## config.mk

```make
export PLATFORM = sky130hd
export DESIGN_NAME = spse_ram
export DESIGN_NICKNAME = d
export VERILOG_FILES = /design/src/hw/rtl/spse_ram.sv
export SDC_FILE = /design/constraint.sdc
export NUM_CORES = 2
export LEC_CHECK = 0
export BUFFER_PORTS_ARGS = -buffer_cell sky130_fd_sc_hd__buf_2
export CORE_UTILIZATION = 57
export DETAILED_ROUTE_END_ITERATION = 6
export PLACE_DENSITY = 0.84
export SYNTH_ARGS = -nofsm -noshare
export SYNTH_HDL_FRONTEND = slang
export SYNTH_SLANG_ARGS = --single-unit
```

## constraint.sdc

```tcl
create_clock -name clk -period 5.15 [get_ports clk]
set_input_delay 0.2575 -clock clk [delete_from_list [all_inputs] [get_ports clk]]
set_output_delay 0.2575 -clock clk [all_outputs]
set_load 0.005 [all_outputs]
```

## src/hw/rtl/spse_ram.sv

```systemverilog
// ============================================================================
// spse_ram: simple dual-port synchronous RAM
// One write port and one read port; read data is registered.
// ============================================================================
`default_nettype none

module spse_ram #(
  parameter int DATA_W = 64,
  parameter int ADDR_W = 6,
  parameter int DEPTH  = 64
) (
  input  logic              clk,
  input  logic              we,
  input  logic [ADDR_W-1:0] waddr,
  input  logic [DATA_W-1:0] wdata,
  input  logic [ADDR_W-1:0] raddr,
  output logic [DATA_W-1:0] rdata
);

  logic [DATA_W-1:0] mem_r [DEPTH];
  logic [DATA_W-1:0] rdata_r;

  // Write port.
  always_ff @(posedge clk) begin
    if (we) begin
      mem_r[waddr] <= wdata;
    end
  end

  // Registered read port.
  always_ff @(posedge clk) begin
    rdata_r <= mem_r[raddr];
  end

  assign rdata = rdata_r;

endmodule

`default_nettype wire

```

# Yosys cells after proc, flatten, opt, wreduce, memory -nomap -nowiden
# Memory sizes are Yosys's and may differ from the RTL's. A register that Yosys moved wholly into a read port is not among the register bits.
# Index checks and enable logic that the tools add are counted.
# totals
out_inout_bits,64
reg_bits,0
in_bits,78
memories,1
ramBits,4096
# classes
n_mux,2
# memory_table
memory,words,width,read_ports,rd_clocked_by_memory_dff,wr,line,text
mem_r,64,64,1,1,1,20,logic [DATA_W-1:0] mem_r [DEPTH];
# ops
operator,n
$mux 1,2

# Logic depth before layout (Yosys ltp)
# depth
depth_word,2
ltp_mapped,9
depth_no_buf,5

# Worst setup path after synthesis
# No wires, ideal clock.
# synth_timing
path_type,input-to-reg
start,in waddr[3]
end,"mem mem_r[48][0], enable pin"
required_time_ns,4.586
t_arrival_ns,5.129
path_slack_ns,-0.543
setup_ns,0.564
stages,4
cell_sequence,clkbuf_1 nor2b_1 nand4b_1 nor3_1
# synth_lines
element,line,text
start: declaration,14,"input logic [ADDR_W-1:0] waddr,"
end: declaration,20,
# No word-level cell before the write port.

==> flow_metrics.tcl <==
set metrics [dict create \
    status "complete, but fails checks" \
    violations "DRC" \
    place_ws_ns 1.58 \
    grt_pass1_wl_um 685000 \
    hp-class "input port to register" \
    core.rowCount 191 \
    hold_violations 0 \
    synth-compound-area-share_pct 2.48 \
    cp-end-kind "register" \
    grt_max_degree 109 \
    reg2reg_depth 5 \
    fin_skew_ns 0.0688 \
    finalPower_mw 71.1 \
    setup_viol 0 \
    hp-start "wdata[49]" \
    yosys.cell_types.count 33 \
    setup_slack_ns 2.11 \
    crit_type "input port to register" \
    synth-async-reset-ratio_pct 0 \
    insertion_delay_ns 0.96 \
    path_clk_slew_ns 0.07 \
    period_needed_ns 3.04 \
    antenna_found_initial 42 \
    cp_slowest_cell "nand2b_2" \
    post_cts_buffers 0 \
    netlist_area_um2 156000 \
    p_switching_mw 15.9 \
    finalNetCount 7023 \
    p_comb_share_pct 4.7 \
    synth_top_area_share_pct 78.7 \
    register_area_um2 124000 \
    num_vias 84500 \
    synth_top_family_by_area "multiplexers" \
    drtIter0Drc 17200 \
    p_leak_nw 54.5 \
    synth_seq_cells 4160 \
    synthSimpleGateAreaFrac_pct 1.24 \
    drc_errors 10 \
    cts_sinks 4160 \
    routed_wl_um 500000 \
    synth_fa_ha_area_share_pct 0 \
    cts_tree "done" \
    fin_setup_tns_ns 0 \
    fp.dieW_um 526 \
    clkPwrFrac_pct 42.2 \
    place_hpwl_um 222000 \
    ys_warn_count 0 \
    ant_nets 0 \
    crit_required_ns 6.00 \
    final_core_util_pct 64.5 \
    avgSynthCellArea_um2 23.7 \
    rr_endpoint "rdata[37]$_DFF_P_" \
    dr.pass1.iters 7 \
    synth_common_cells "edfxtp_1, mux4_2, buf_2" \
    min_period_over_period_pct 59.1 \
    multi_input_area_um2 30800 \
    synth_edf_count 4096 \
    switching_share_pct 22.4 \
    grt_pass1_vias 85300 \
    arrival_ns 3.89 \
    track_usage_pct 36.2 \
    max_slew_margin_pct 4.53 \
    peakVddDrop_uv 385 \
    rsz0062_at_grt "no" \
    syn-num-nets 6676 \
    io_buffers 141 \
    final_cells 10900 \
    via_per_inst 7.78 \
    cts.htree.levels 5 \
    coreArea_um2 272000 \
    yosys.area.top_type "edfxtp_1" \
    start_kind "input port" \
    io_pins 142 \
    die_area_um2 276000 \
    synth-seq-area-share_pct 79.5 \
    hold-path-endpoint "mem_r[21][49]$_DFFE_PP_" \
    wire_per_inst_um 46.1 \
    maxSlewViolCount 0 \
    gp_congestion 0.825 \
    place_inst 10100 \
    fillers 15000 \
    worst_pin_slew_ns 1.43 \
    cp_cell_sequence "buf_2, nand2b_2, nor2_2, buf_4, a2bb2oi_1, a31oi_1, a211oi_1" \
    cts_root_buf "clkbuf_16" \
    power.density_nw_per_um2 406 \
    slowest_delay_ns 0.96 \
    grt_overflow 0 \
    syn_to_final_growth_pct 12.1 \
    drv_cap 0 \
    drive_above_1_share_pct 28.0 \
    ys.flop_type "edfxtp_1" \
    fp.dieH_um 526 \
    crit_fanout 28 \
    start_util_pct 57.5 \
    hold-path-cell-count 1 \
    cts_buffer_depth 4 \
    seq_power_share_pct 53.0 \
    syn_inst 6598 \
    synth_xor_xnor_area_share_pct 0 \
    power.internal_mw 55.2 \
    yosys-top-cells-area "edfxtp_1, mux4_2, mux2i_1, dfxtp_1, a22oi_1" \
    synth.most_common_cell "edfxtp_1" \
    muxShareOfSynthArea_pct 15.6 \
    numCtsBuffers 379 \
    fmax_mhz 329 \
    reg2reg_slack_ns 2.80 \
    r2r-start "mem_r[61][37]$_DFFE_PP_" \
]
## worst max-delay path, delay by kind of cell
family | cells | cell delay, ns
buffers and inverters | 2 | 1.03
and+or+nand+nor | 2 | 1.42
AOI/OAI and AO/OA | 3 | 1.08
## placed cells by master, fill, tap and decap left out, types with 66 or more instances in the layout
cell       netlist  layout
a22o_1          88      88
a22oi_1        168     168
buf_2          170     138
buf_4           34     138
clkbuf_1       140      66
clkbuf_16        0     385
clkinv_2         0      71
edfxtp_1      4096    4096
mux2i_1        135     135
mux4_2        1024    1024
o22ai_1         83      83
## power by group through the flow
stage                     registers (mW)  logic [mW]  clock network [mW]
final                               37.7        3.38                30.0
after global routing                37.7        3.41                30.9
after detailed placement            38.4        3.09                   0
after CTS                           37.7        3.27                29.9
after floorplan                     38.3        1.75                   0
after global placement              38.4        2.96                   0
## metal layers
| metal | wire length (µm) | GRT usage (%) | up-vias |
|---|---|---|---|
| li1 | - | - | 29100 |
| met1 | 142000 | 43.0 | 42000 |
| met2 | 231000 | 55.8 | 10600 |
| met3 | 78700 | 10.5 | 2720 |
| met4 | 48800 | 29.0 | 22 |
| met5 | 135 | 0.0346 | - |
## timing repair
| item | in CTS | in global routing |
|---|---|---|
| endpoints found under the hold margin | 43 | 0 |
| gates resized for setup | 0 | 0 |
| hold buffers | 2 | 0 |
## sequential cells by signal, summed over array words and instances (netlist names)
| register | count |
|---|---|
| mem_r | 4096 |
| rdata | 64 |
## how the worst max path moves through the flow
| stage | to | startpoint | cells after the start |
|---|---|---|---|
| 6_report | rdata[60]$_DFF_P_ | raddr[3] | 7 |
| 4_1_cts | rdata[25]$_DFF_P_ | raddr[2] | 7 |
| 3_5_place_dp | rdata[55]$_DFF_P_ | raddr[3] | 7 |
| 2_1_floorplan | mem_r[39][0]$_DFFE_PP_ | waddr[5] | 4 |
| 3_3_place_gp | rdata[25]$_DFF_P_ | raddr[2] | 7 |
| 5_1_grt | rdata[60]$_DFF_P_ | raddr[3] | 7 |
## metrics by stage
stage	hold slack (ns)	instance area [µm²]
final	0.0555	175000
after global routing	0.0712	175000
after CTS	0.0139	175000
after detailed placement	0.642	162000
after global placement	0.641	162000
after floorplan	0.356	156000
## layout make-up
class	instances	share of cell area, %
Sequential cell	4160	70.9
Multi-Input combinational cell	2049	17.6
Tap cell	3570	2.55
Timing Repair Buffer	336	1.65
Inverter	19	0.0407
Antenna cell	34	0.0485
Clock inverter	231	1.52
Clock buffer	463	5.73
## kinds of logic after synthesis
| kind of cell | count (synthesis) |
|---|---|
| flops | 4160 |
| mux | 1159 |
| compound gates | 504 |
| buf+inv | 389 |
| simple gates | 386 |
(Power assumes the default switching activity.)
