**config.mk**
```make
export PLATFORM = sky130hd
export DESIGN_NAME = spse_ctrl_flat
export DESIGN_NICKNAME = d
export VERILOG_FILES = /design/src/hw/rtl/spse_pkg.sv /design/src/hw/rtl/spse_if.sv /design/src/hw/rtl/spse_ctrl.sv /design/src/flat_wrapper.sv
export SDC_FILE = /design/constraint.sdc
export NUM_CORES = 1
export LEC_CHECK = 0
export BUFFER_PORTS_ARGS = -buffer_cell sky130_fd_sc_hd__buf_2
export CAP_MARGIN = 30
export CORE_UTILIZATION = 59
export CTS_BUF_LIST = sky130_fd_sc_hd__clkbuf_16
export DETAILED_ROUTE_END_ITERATION = 12
export PLACE_DENSITY = 0.85
export SLEW_MARGIN = 15
export SYNTH_ARGS = -nofsm -noshare
export SYNTH_HDL_FRONTEND = slang
export SYNTH_SLANG_ARGS = --single-unit
```
**constraint.sdc**
```tcl
create_clock -name clk -period 11.5 [get_ports clk]
set_input_delay 1.15 -clock clk [delete_from_list [all_inputs] [get_ports clk]]
set_output_delay 1.15 -clock clk [all_outputs]
set_load 0.01 [all_outputs]
```
**src/hw/rtl/spse_pkg.sv**
```systemverilog
// ============================================================================
// spse_pkg: shared definitions for the sparsity pattern stencil engine
// Field widths, command codes, the memory request bundle and a popcount helper.
// ============================================================================
`default_nettype none

package spse_pkg;

  // Storage geometry.
  localparam int MAX_ROWS   = 64;
  localparam int ADDR_W     = $clog2(MAX_ROWS);
  localparam int ROW_BITS_W = 64;

  // Field widths of the channels.
  localparam int CMD_W  = 3;
  localparam int ROW_W  = 6;
  localparam int COL_W  = 6;
  localparam int RND_W  = 4;
  localparam int POS_W  = 13;
  localparam int SIZE_W = 7;
  localparam int CFG_W  = 7;

  localparam logic [CFG_W-1:0] ROW_COUNT_RESET = CFG_W'(64);

  // Command codes.
  typedef enum logic [CMD_W-1:0] {
    CMD_CLEAR   = 3'd0,
    CMD_INSERT  = 3'd1,
    CMD_ENLARGE = 3'd2,
    CMD_READ    = 3'd3,
    CMD_FIND    = 3'd4
  } cmd_t;

  // One port of a row memory: a write and a read in the same cycle.
  typedef struct packed {
    logic                  we;
    logic [ADDR_W-1:0]     waddr;
    logic [ROW_BITS_W-1:0] wdata;
    logic [ADDR_W-1:0]     raddr;
  } ram_req_t;

  // Number of set bits in a row bitmap.
  function automatic logic [SIZE_W-1:0] popcount(input logic [ROW_BITS_W-1:0] v);
    logic [SIZE_W-1:0] c;
    c = '0;
    for (int k = 0; k < ROW_BITS_W; k++) begin
      c = c + SIZE_W'(v[k]);
    end
    return c;
  endfunction

endpackage

`default_nettype wire

```
**src/hw/rtl/spse_if.sv**
```systemverilog
// ============================================================================
// spse_if: request, response and configuration channels
// Valid/ready channels; a request moves when valid and ready are both high.
// ============================================================================
`default_nettype none

interface spse_in_if;
  logic                       valid;
  logic                       ready;
  logic [spse_pkg::CMD_W-1:0] command;
  logic [spse_pkg::ROW_W-1:0] row;
  logic [spse_pkg::COL_W-1:0] column;
  logic [spse_pkg::RND_W-1:0] rounds;

  modport source (output valid, command, row, column, rounds, input ready);
  modport sink   (input valid, command, row, column, rounds, output ready);
endinterface

interface spse_out_if;
  logic                            valid;
  logic                            ready;
  logic                            status;
  logic [spse_pkg::ROW_BITS_W-1:0] row_bits;
  logic [spse_pkg::POS_W-1:0]      position;
  logic [spse_pkg::SIZE_W-1:0]     row_size;

  modport source (output valid, status, row_bits, position, row_size, input ready);
  modport sink   (input valid, status, row_bits, position, row_size, output ready);
endinterface


`default_nettype wire

```
**src/hw/rtl/spse_ctrl.sv**
```systemverilog
// ============================================================================
// spse_ctrl: command sequencer for the sparsity pattern stencil engine
// Walks the row memories for insert, read, find and stencil enlargement, and
// holds the response register.
// ============================================================================
`default_nettype none

module spse_ctrl (
  input  logic                            clk,
  input  logic                            rst_n,
  input  logic [spse_pkg::CFG_W-1:0]      row_count,
  spse_in_if.sink                         in_req,
  spse_out_if.source                      out_rsp,
  output spse_pkg::ram_req_t              pat_req,
  output spse_pkg::ram_req_t              add_req,
  input  logic [spse_pkg::ROW_BITS_W-1:0] pat_rdata,
  input  logic [spse_pkg::ROW_BITS_W-1:0] add_rdata
);
  import spse_pkg::*;

  typedef enum logic [9:0] {
    S_IDLE   = 10'b00_0000_0001,
    S_INS_WR = 10'b00_0000_0010,
    S_SCAN   = 10'b00_0000_0100,
    S_FIN    = 10'b00_0000_1000,
    S_EN_ROW = 10'b00_0001_0000,
    S_EN_NB  = 10'b00_0010_0000,
    S_EN_ACC = 10'b00_0100_0000,
    S_AP_RD  = 10'b00_1000_0000,
    S_AP_WR  = 10'b01_0000_0000,
    S_RESP   = 10'b10_0000_0000
  } state_t;

  state_t                state_r, state_nxt;
  logic                  is_read_r, is_read_nxt;
  logic [ADDR_W-1:0]     row_r, row_nxt;
  logic [COL_W-1:0]      col_r, col_nxt;
  logic [RND_W-1:0]      rounds_r, rounds_nxt;
  logic [ADDR_W-1:0]     i_r, i_nxt;
  logic [ADDR_W-1:0]     j_r, j_nxt;
  logic [ADDR_W-1:0]     issue_r, issue_nxt;
  logic                  data_ok_r, data_ok_nxt;
  logic [ADDR_W-1:0]     data_idx_r, data_idx_nxt;
  logic [ROW_BITS_W-1:0] nb_r, nb_nxt;
  logic [ROW_BITS_W-1:0] acc_r, acc_nxt;
  logic [POS_W-1:0]      start_r, start_nxt;
  logic [ROW_BITS_W-1:0] bits_r, bits_nxt;
  logic [MAX_ROWS-1:0]   valid_r, valid_nxt;
  logic                  rvalid_r;

  logic                  res_status_r, res_status_nxt;
  logic [ROW_BITS_W-1:0] res_bits_r, res_bits_nxt;
  logic [POS_W-1:0]      res_pos_r, res_pos_nxt;
  logic [SIZE_W-1:0]     res_size_r, res_size_nxt;

  logic                  out_valid_r, out_valid_nxt;
  logic                  out_status_r, out_status_nxt;
  logic [ROW_BITS_W-1:0] out_bits_r, out_bits_nxt;
  logic [POS_W-1:0]      out_pos_r, out_pos_nxt;
  logic [SIZE_W-1:0]     out_size_r, out_size_nxt;

  logic [CFG_W-1:0]      n_live;
  logic [ROW_BITS_W-1:0] live_mask;
  logic [ROW_BITS_W-1:0] pat_rd;
  logic [ROW_BITS_W-1:0] row_d;
  logic [ROW_BITS_W-1:0] acc_v;
  logic [ROW_BITS_W-1:0] below;
  logic                  row_ok;
  logic                  col_ok;
  logic                  j_last;
  logic                  i_last;

  // Live region: rows and columns below the clamped row count.
  assign n_live = (row_count > CFG_W'(MAX_ROWS)) ? CFG_W'(MAX_ROWS) : row_count;

  always_comb begin
    for (int b = 0; b < ROW_BITS_W; b++) begin
      live_mask[b] = (CFG_W'(b) < n_live);
    end
  end

  // A row that was never written since the last clear reads as empty.
  assign pat_rd = rvalid_r ? pat_rdata : '0;
  assign row_d  = pat_rd & live_mask;
  assign acc_v  = acc_r | (nb_r[j_r] ? row_d : '0);
  assign below  = bits_r & ((ROW_BITS_W'(1) << col_r) - ROW_BITS_W'(1));

  assign row_ok = (CFG_W'(in_req.row) < n_live);
  assign col_ok = (CFG_W'(in_req.column) < n_live);
  assign j_last = ((CFG_W'(j_r) + CFG_W'(1)) == n_live);
  assign i_last = ((CFG_W'(i_r) + CFG_W'(1)) == n_live);

  assign in_req.ready     = (state_r == S_IDLE);
  assign out_rsp.valid    = out_valid_r;
  assign out_rsp.status   = out_status_r;
  assign out_rsp.row_bits = out_bits_r;
  assign out_rsp.position = out_pos_r;
  assign out_rsp.row_size = out_size_r;

  // Sequencer.
  always_comb begin
    state_nxt      = state_r;
    is_read_nxt    = is_read_r;
    row_nxt        = row_r;
    col_nxt        = col_r;
    rounds_nxt     = rounds_r;
    i_nxt          = i_r;
    j_nxt          = j_r;
    issue_nxt      = issue_r;
    data_ok_nxt    = 1'b0;
    data_idx_nxt   = data_idx_r;
    nb_nxt         = nb_r;
    acc_nxt        = acc_r;
    start_nxt      = start_r;
    bits_nxt       = bits_r;
    valid_nxt      = valid_r;
    res_status_nxt = res_status_r;
    res_bits_nxt   = res_bits_r;
    res_pos_nxt    = res_pos_r;
    res_size_nxt   = res_size_r;
    out_valid_nxt  = out_valid_r & ~out_rsp.ready;
    out_status_nxt = out_status_r;
    out_bits_nxt   = out_bits_r;
    out_pos_nxt    = out_pos_r;
    out_size_nxt   = out_size_r;

    pat_req        = '0;
    pat_req.raddr  = in_req.row[ADDR_W-1:0];
    add_req        = '0;
    add_req.raddr  = i_r;

    case (state_r)
      S_IDLE: begin
        if (in_req.valid) begin
          is_read_nxt    = (in_req.command == CMD_READ);
          row_nxt        = in_req.row[ADDR_W-1:0];
          col_nxt        = in_req.column;
          rounds_nxt     = in_req.rounds;
          res_status_nxt = 1'b0;
          res_bits_nxt   = '0;
          res_pos_nxt    = '0;
          res_size_nxt   = '0;
          state_nxt      = S_RESP;
          case (in_req.command)
            CMD_CLEAR: begin
              valid_nxt = '0;
            end
            CMD_INSERT: begin
              // The row read issued this cycle is merged next cycle.
              if (row_ok && col_ok) begin
                state_nxt = S_INS_WR;
              end else begin
                res_status_nxt = 1'b1;
              end
            end
            CMD_ENLARGE: begin
              if (in_req.rounds != '0 && n_live != '0) begin
                i_nxt     = '0;
                state_nxt = S_EN_ROW;
              end
            end
            CMD_READ: begin
              if (row_ok) begin
                issue_nxt = '0;
                start_nxt = '0;
                state_nxt = S_SCAN;
              end else begin
                res_status_nxt = 1'b1;
              end
            end
            CMD_FIND: begin
              if (row_ok && col_ok) begin
                issue_nxt = '0;
                start_nxt = '0;
                state_nxt = S_SCAN;
              end else begin
                res_status_nxt = 1'b1;
              end
            end
            default: begin
              res_status_nxt = 1'b1;
            end
          endcase
        end
      end

      S_INS_WR: begin
        pat_req.we     = 1'b1;
        pat_req.waddr  = row_r;
        pat_req.wdata  = pat_rd | (ROW_BITS_W'(1) << col_r);
        valid_nxt[row_r] = 1'b1;
        state_nxt      = S_RESP;
      end

      // Stream rows from the top, summing live entries above the target row.
      S_SCAN: begin
        pat_req.raddr = issue_r;
        issue_nxt     = issue_r + ADDR_W'(1);
        data_ok_nxt   = 1'b1;
        data_idx_nxt  = issue_r;
        if (data_ok_r) begin
          if (data_idx_r < row_r) begin
            start_nxt = start_r + POS_W'(popcount(row_d));
          end else if (data_idx_r == row_r) begin
            bits_nxt    = row_d;
            data_ok_nxt = 1'b0;
            state_nxt   = S_FIN;
          end
        end
      end

      // Size of the target row and, for a find, the offset inside it.
      S_FIN: begin
        res_size_nxt = popcount(bits_r);
        if (is_read_r) begin
          res_bits_nxt = bits_r;
          res_pos_nxt  = start_r;
        end else if (bits_r[col_r]) begin
          res_pos_nxt = start_r + POS_W'(popcount(below));
        end else begin
          res_status_nxt = 1'b1;
        end
        state_nxt = S_RESP;
      end

      // Enlargement: fetch the neighbour set of row i.
      S_EN_ROW: begin
        pat_req.raddr = i_r;
        state_nxt     = S_EN_NB;
      end

      S_EN_NB: begin
        nb_nxt        = row_d;
        acc_nxt       = '0;
        j_nxt         = '0;
        pat_req.raddr = '0;
        state_nxt     = S_EN_ACC;
      end

      // Stream rows j and gather the union of the neighbour rows.
      S_EN_ACC: begin
        if (j_last) begin
          add_req.we    = 1'b1;
          add_req.waddr = i_r;
          add_req.wdata = acc_v;
          if (i_last) begin
            i_nxt     = '0;
            state_nxt = S_AP_RD;
          end else begin
            i_nxt     = i_r + ADDR_W'(1);
            state_nxt = S_EN_ROW;
          end
        end else begin
          j_nxt         = j_r + ADDR_W'(1);
          pat_req.raddr = j_r + ADDR_W'(1);
          acc_nxt       = acc_v;
        end
      end

      // Fold the round's additions into the pattern.
      S_AP_RD: begin
        pat_req.raddr = i_r;
        state_nxt     = S_AP_WR;
      end

      S_AP_WR: begin
        pat_req.we     = 1'b1;
        pat_req.waddr  = i_r;
        pat_req.wdata  = pat_rd | add_rdata;
        valid_nxt[i_r] = 1'b1;
        if (i_last) begin
          i_nxt      = '0;
          rounds_nxt = rounds_r - RND_W'(1);
          if (rounds_r == RND_W'(1)) begin
            state_nxt = S_RESP;
          end else begin
            state_nxt = S_EN_ROW;
          end
        end else begin
          i_nxt     = i_r + ADDR_W'(1);
          state_nxt = S_AP_RD;
        end
      end

      // Hand the result to the output register once it is free.
      S_RESP: begin
        if (!out_valid_r || out_rsp.ready) begin
          out_valid_nxt  = 1'b1;
          out_status_nxt = res_status_r;
          out_bits_nxt   = res_bits_r;
          out_pos_nxt    = res_pos_r;
          out_size_nxt   = res_size_r;
          state_nxt      = S_IDLE;
        end
      end

      default: begin
        state_nxt = S_IDLE;
      end
    endcase
  end

  // Control state.
  always_ff @(posedge clk) begin
    if (!rst_n) begin
      state_r     <= S_IDLE;
      valid_r     <= '0;
      data_ok_r   <= 1'b0;
      out_valid_r <= 1'b0;
    end else begin
      state_r     <= state_nxt;
      valid_r     <= valid_nxt;
      data_ok_r   <= data_ok_nxt;
      out_valid_r <= out_valid_nxt;
    end
  end

  // Datapath registers.
  always_ff @(posedge clk) begin
    is_read_r    <= is_read_nxt;
    row_r        <= row_nxt;
    col_r        <= col_nxt;
    rounds_r     <= rounds_nxt;
    i_r          <= i_nxt;
    j_r          <= j_nxt;
    issue_r      <= issue_nxt;
    data_idx_r   <= data_idx_nxt;
    nb_r         <= nb_nxt;
    acc_r        <= acc_nxt;
    start_r      <= start_nxt;
    bits_r       <= bits_nxt;
    rvalid_r     <= valid_r[pat_req.raddr];
    res_status_r <= res_status_nxt;
    res_bits_r   <= res_bits_nxt;
    res_pos_r    <= res_pos_nxt;
    res_size_r   <= res_size_nxt;
    out_status_r <= out_status_nxt;
    out_bits_r   <= out_bits_nxt;
    out_pos_r    <= out_pos_nxt;
    out_size_r   <= out_size_nxt;
  end

endmodule

`default_nettype wire

```
**src/flat_wrapper.sv**
```systemverilog
// flat-port wrapper written by rule: the top's interface ports become plain ports
module spse_ctrl_flat import spse_pkg::*;
  (clk, rst_n, row_count, pat_req, add_req, pat_rdata, add_rdata, in_req_valid, in_req_command, in_req_row, in_req_column, in_req_rounds, in_req_ready, out_rsp_valid, out_rsp_status, out_rsp_row_bits, out_rsp_position, out_rsp_row_size, out_rsp_ready);
  spse_in_if in_req_i ();
  spse_out_if out_rsp_i ();
  input  logic clk;
  input  logic rst_n;
  input  logic [spse_pkg::CFG_W-1:0] row_count;
  output spse_pkg::ram_req_t pat_req;
  output spse_pkg::ram_req_t add_req;
  input  logic [spse_pkg::ROW_BITS_W-1:0] pat_rdata;
  input  logic [spse_pkg::ROW_BITS_W-1:0] add_rdata;
  input wire logic [$bits(in_req_i.valid)-1:0] in_req_valid;
  input wire logic [$bits(in_req_i.command)-1:0] in_req_command;
  input wire logic [$bits(in_req_i.row)-1:0] in_req_row;
  input wire logic [$bits(in_req_i.column)-1:0] in_req_column;
  input wire logic [$bits(in_req_i.rounds)-1:0] in_req_rounds;
  output wire logic [$bits(in_req_i.ready)-1:0] in_req_ready;
  output wire logic [$bits(out_rsp_i.valid)-1:0] out_rsp_valid;
  output wire logic [$bits(out_rsp_i.status)-1:0] out_rsp_status;
  output wire logic [$bits(out_rsp_i.row_bits)-1:0] out_rsp_row_bits;
  output wire logic [$bits(out_rsp_i.position)-1:0] out_rsp_position;
  output wire logic [$bits(out_rsp_i.row_size)-1:0] out_rsp_row_size;
  input wire logic [$bits(out_rsp_i.ready)-1:0] out_rsp_ready;
  assign in_req_i.valid = in_req_valid;
  assign in_req_i.command = in_req_command;
  assign in_req_i.row = in_req_row;
  assign in_req_i.column = in_req_column;
  assign in_req_i.rounds = in_req_rounds;
  assign in_req_ready = in_req_i.ready;
  assign out_rsp_valid = out_rsp_i.valid;
  assign out_rsp_status = out_rsp_i.status;
  assign out_rsp_row_bits = out_rsp_i.row_bits;
  assign out_rsp_position = out_rsp_i.position;
  assign out_rsp_row_size = out_rsp_i.row_size;
  assign out_rsp_i.ready = out_rsp_ready;
  spse_ctrl u_core (.clk(clk), .rst_n(rst_n), .row_count(row_count), .in_req(in_req_i), .out_rsp(out_rsp_i), .pat_req(pat_req), .add_req(add_req), .pat_rdata(pat_rdata), .add_rdata(add_rdata));
endmodule
```
[After elaboration in Yosys (flattened, before gate mapping)]
Index checks and enable logic that the tools add are counted.
Storage, ports and cells
  output and inout bits: 241
  memory bits (writable): 0
  latch bits: 0
  register bits: 493
  memories kept: 0
  ROM bits: 0
  logic and storage cells: 462
  input port bits: 158
Cells by class
  multipliers: 0
  equal/unequal tests: 37
  add/subtract/negate cells: 198
  order comparisons: 75
  multiplexer cells: 82
  divide/modulo/power cells: 0
  reductions and logical operators: 34
  shifts and indexed selects: 1
  bitwise gates (word level): 10
Operator list (count)
  adder 7 x 1 -> 7 bit: 186
  two-way mux 64 bit: 7
  OR 64 bit: 5
  case mux 64 bit (2 select lines): 2
  less-than comparator 6 x 7 -> 1 bit, first input constant: 32
  case mux 64 bit (3 select lines): 1
  two-way mux 71 bit: 2
  case mux 71 bit (2 select lines): 1
  AND 64 bit: 2
  two-way mux 10 bit: 12
  less-than comparator 5 x 7 -> 1 bit, first input constant: 16
  two-way mux 13 bit: 8
  case mux 10 bit (9 select lines): 1
  case mux 13 bit (2 select lines): 3
  left shift 1 x 6 -> 64 bit, first input constant: 1
  subtractor 64 x 1 -> 64 bit, second input constant: 1
  two-way mux 6 bit: 10
  less-than comparator 4 x 7 -> 1 bit, first input constant: 8
  case mux 10 bit (4 select lines): 1
  case mux 6 bit (2 select lines): 3
  less-than comparator 6 x 7 -> 1 bit, second input constant: 5
  less-than comparator 3 x 7 -> 1 bit, first input constant: 4
  adder 13 x 7 -> 13 bit: 2
  case mux 6 bit (4 select lines): 1
  58 further kinds: 123

[Longest topological paths before layout]
  word-level depth: 71
  depth in mapped cells: 45
  depth with buffers taken out: 41

[Worst setup path before layout]
No wires, ideal clock.
  kind: register -> register
  start: register u_core.col_r[1]
  end: register u_core.res_pos_r[9], data pin
  clock period less this slack: 10415 ps
  required time: 11234 ps
  cell stages (with the launch flop): 45
  setup time: 266 ps
  setup slack: 1085 ps
  data arrival time: 10149 ps
  cell sequence: edfxtp_1 > clkbuf_1 > buf_1 > clkbuf_1 > nor2_1 > nand2_1 > ha_1 > clkbuf_1 > nand3_1 > a31oi_1 > o21ai_0 > a21oi_1 > nor2b_1 > clkbuf_1 > or3_1 > o21ai_0 > nand2_1 > a21boi_1 > (+9 left out) > fa_1 > inv_1 > fa_1 > fa_1 > inv_1 > fa_1 > inv_1 > ha_1 > a21o_1 > a21oi_1 > o21bai_1 > a21oi_1 > o21bai_1 > a21oi_1 > nor2_1 > nand2_1 > xor2_1 > nor2_1
Between the ends
  word-level cells in the longest chain between the ends: 70
Ends and longest elaborated chain
  start, declared: line spse_ctrl.sv:37  | logic [COL_W-1:0] col_r, col_nxt;
  start signal, assigned: line spse_ctrl.sv:322  | col_r <= col_nxt;
  left shift 1 x 6 -> 64 bit (*): line spse_ctrl.sv:86  | assign below = bits_r & ((ROW_BITS_W'(1) << col_r) - ROW_BITS_W'(1));
  subtractor 64 x 1 -> 64 bit (*): line spse_ctrl.sv:86
  AND 64 bit (*): line spse_ctrl.sv:86
  adder 1 x 1 -> 2 bit: line spse_pkg.sv:47  | c = c + SIZE_W'(v[k]);
  adder 7 x 1 -> 7 bit (61 in series): line spse_pkg.sv:47
  adder 7 x 1 -> 7 bit (*): line spse_pkg.sv:47
  adder 13 x 7 -> 13 bit (*): line spse_ctrl.sv:219  | res_pos_nxt = start_r + POS_W'(popcount(below));
  two-way mux 13 bit (*): line spse_ctrl.sv:218  | end else if (bits_r[col_r]) begin
  two-way mux 13 bit (*): line spse_ctrl.sv:215  | if (is_read_r) begin
  case mux 13 bit (2 select lines) (*): line spse_ctrl.sv:132  | case (state_r)
  end signal, assigned: line spse_ctrl.sv:335  | res_pos_r <= res_pos_nxt;
  end, declared: line spse_ctrl.sv:53  | logic [POS_W-1:0] res_pos_r, res_pos_nxt;
Every way passes the cells marked *; elsewhere a longest branch is shown, timed or not. The select of a mux whose other input is x is not followed.
A chain may end at the register's enable or synchronous reset.

[Worst setup path in the final report]
Same ends and word-level chain as after synthesis.

==> results.cfg <==
[timing]
max_freq_mhz = 91.0
finalSetupViolations = 0
finalCriticalPeriod_ps = 10990
fin_skew_ps = 41.9
drv_slew = 0
fin_crit_sh = 0.955
fin_ws_ps = 512
finalHoldViolCount = 0
hold_ws_ps = 418
tns_ps = 0
max_slew_margin = 0.225
worst_slew_pin_slew_ps = 1160
rsz0062_at_grt = false

[route]
drc = 0
drt_iter0_drc = 3747
ant_nets = 0
first_pass_iters = 7
viasPerCell = 6.50
drt_wl_total_um = 107000
wl_per_cell_um = 27.5
routed-via-count = 25400

[clock_network]
cts_tree = done
clk_pin_slew_ps = 60
clkLatencyLatePin_ps = 620
cts_sinks = 493
hold_buffers = 0
clock-root-buffer = clkbuf_16
clockBufferDepth = 3
htree_num_levels = 2
cts_buffers = 51

[placement]
dpl.hpwl_um = 80900
port_buffers = 398
placed_cell_area_um2 = 32800
dp_cells = 3800
finalWeightedCongestion = 1.02
pre_cts_slack_ps = 467

[logic_synthesis]
synth_cells = 2812
yosysMostFrequentCell = edfxtp_1
synth_nets = 3218
syn-cell-area_um2 = 29900
ys.flop_type = edfxtp_1
synthTopCellsByCount = edfxtp_1 (416), nor2_1 (295), inv_1 (255)
yosysSeqAreaShare = 0.469
syn_avg_cell_area_um2 = 10.6
async_reset_ff_frac = 0
synth_area_leaders = edfxtp_1 (42%), fa_1 (11%), dfxtp_1 (5.2%)
synth_top_cell_by_area = edfxtp_1
synth_top_area_share = 0.418
ys_seq_elements = 493
yosysWarnings = 0
synth.distinct_cells = 81
synth_edf_count = 416

[pwr]
ir_drop_mv = 1.03
power_mw = 10.6
power_leakage_nw = 14.1
powerDensity_nw_per_um2 = 306

[global_route]
grt_pass1_wl_um = 155000
overflow = 0
grt_pass1_vias = 24200
grtUsageTotal = 0.418
grt_max_degree = 98
antenna_found_initial = 7

[cells_and_area]
utilization = 0.690
fillers = 3714
final_cells = 3905
final_area_um2 = 34600
synthToLayoutAreaGrowth_pct = 15.6
drive_gt1_frac = 0.203
final_nets = 3592

[critical_path]
worstSetupStartpointType = flop
path_class = reg -> reg
crit_path_max_incr_delay_ps = 600
worstPathMaxFanout = 12
cp_data_arrival_time_ps = 11340
cpMaxStageDelayCell = edfxtp_1
end_kind = flop
required_ps = 11850
worst_path_most_repeated_cell = fa_1

[floorplan]
start_util = 0.597
num_rows = 82
die_w_um = 227
core_um2 = 50100
pin_count = 399
die_h_um = 227
dieArea_um2 = 51600

[hold_path]
min_path_type = reg -> reg

[run]
cap_violations = 0

[run_status]
outcome = finished clean
-- logic make-up (layout without fill, tap and decap cells) --
kind of cell	count (synthesis)	count (layout)	synth area share
buffers and inverters	430	846	0.0556
and+or+nand+nor	893	893	0.138
other	1	6	0.000125
muxes	74	74	0.0444
adders and majority gates	248	248	0.145
xor gates and xnor gates	65	65	0.0200
AOI/OAI and AO/OA	608	608	0.128
DFF	493	493	0.469
-- worst paths after layout --
kind / from / end / slack [ps] / cells after the start
worst max-delay path: u_core.col_r[1] / u_core.res_pos_r[9] / 510 / 40
worst min-delay path: u_core.res_size_r[1] / u_core.out_rsp.row_size[1] / 420 / 0
worst max register to register: u_core.col_r[1] / u_core.res_pos_r[9] / 510 / 40
worst min register to register: u_core.res_size_r[1] / u_core.out_rsp.row_size[1] / 420 / 0
-- layout make-up --
cell class	instances	area, um^2	area share
multi-input cells	1889	14300	0.414
flip-flops and latches	493	14000	0.406
repair buffers	493	2690	0.0777
clock buffers	53	1330	0.0384
inverters	258	968	0.0280
well taps	672	841	0.0243
clock inverters	42	379	0.0110
diodes	5	12.5	0.000362
-- placed cells by master (no fill, tap or decap), types with 43 or more instances in the layout --
cell / netlist / final
o31ai_1: 64 / 64
buf_2: 4 / 405
nand3_1: 121 / 120
fa_1: 164 / 164
buf_4: 1 / 84
dfxtp_1: 77 / 76
a21oi_1: 242 / 240
nor3_1: 113 / 110
edfxtp_1: 416 / 416
xnor2_1: 44 / 44
clkbuf_16: 0 / 53
nand2_1: 194 / 192
nor2_1: 295 / 293
and2_1: 59 / 58
inv_1: 255 / 265
mux4_2: 43 / 43
ha_1: 84 / 84
o21ai_0: 83 / 83
-- routing by layer --
metal / share of wire / GRT usage / vias up
met5: 0.00035 / 0 / -
met4: 0.054 / 0.205 / 6
met3: 0.14 / 0.128 / 348
met2: 0.44 / 0.623 / 2004
met1: 0.36 / 0.557 / 12300
li1: - / - / 10800
-- registers in the layout, summed over array words and instances, names as in the netlist, 7 cells and up --
name,flops
u_core.res_pos_r,13
u_core.res_size_r,7
u_core.out_rsp.row_size,7
u_core.nb_r,64
u_core.valid_r,64
u_core.out_rsp.row_bits,64
u_core.res_bits_r,64
u_core.acc_r,64
u_core.bits_r,64
u_core.start_r,13
u_core.state_r,10
u_core.out_rsp.position,13
-- critical path: cells and delay by family (launching register included) --
| family | cells | cell delay [ps] |
|---|---|---|
| buffers and inverters | 8 | 960 |
| flip-flops | 1 | 600 |
| AND/OR/NAND/NOR | 8 | 1570 |
| XOR/XNOR | 1 | 200 |
| adder cells (fa/ha/maj) | 11 | 5200 |
| AO/OA/AOI/OAI | 12 | 2180 |
-- power breakdown --
| part | internal, mW | switching, mW | total (mW) |
|---|---|---|---|
| clock network | 0.973 | 0.721 | 1.69 |
| registers | 1.99 | 0.0370 | 2.03 |
| logic | 2.88 | 3.96 | 6.84 |
-- what timing repair did --
| action | 4_1_cts | 5_1_grt |
|---|---|---|
| endpoints found under the hold margin | 0 | 0 |
| gates resized for setup | 0 | 2 |
| endpoints found under the setup margin | 0 | 2 |
| buffers inserted | 0 | 0 |
Power figures use the tool's default switching activity.
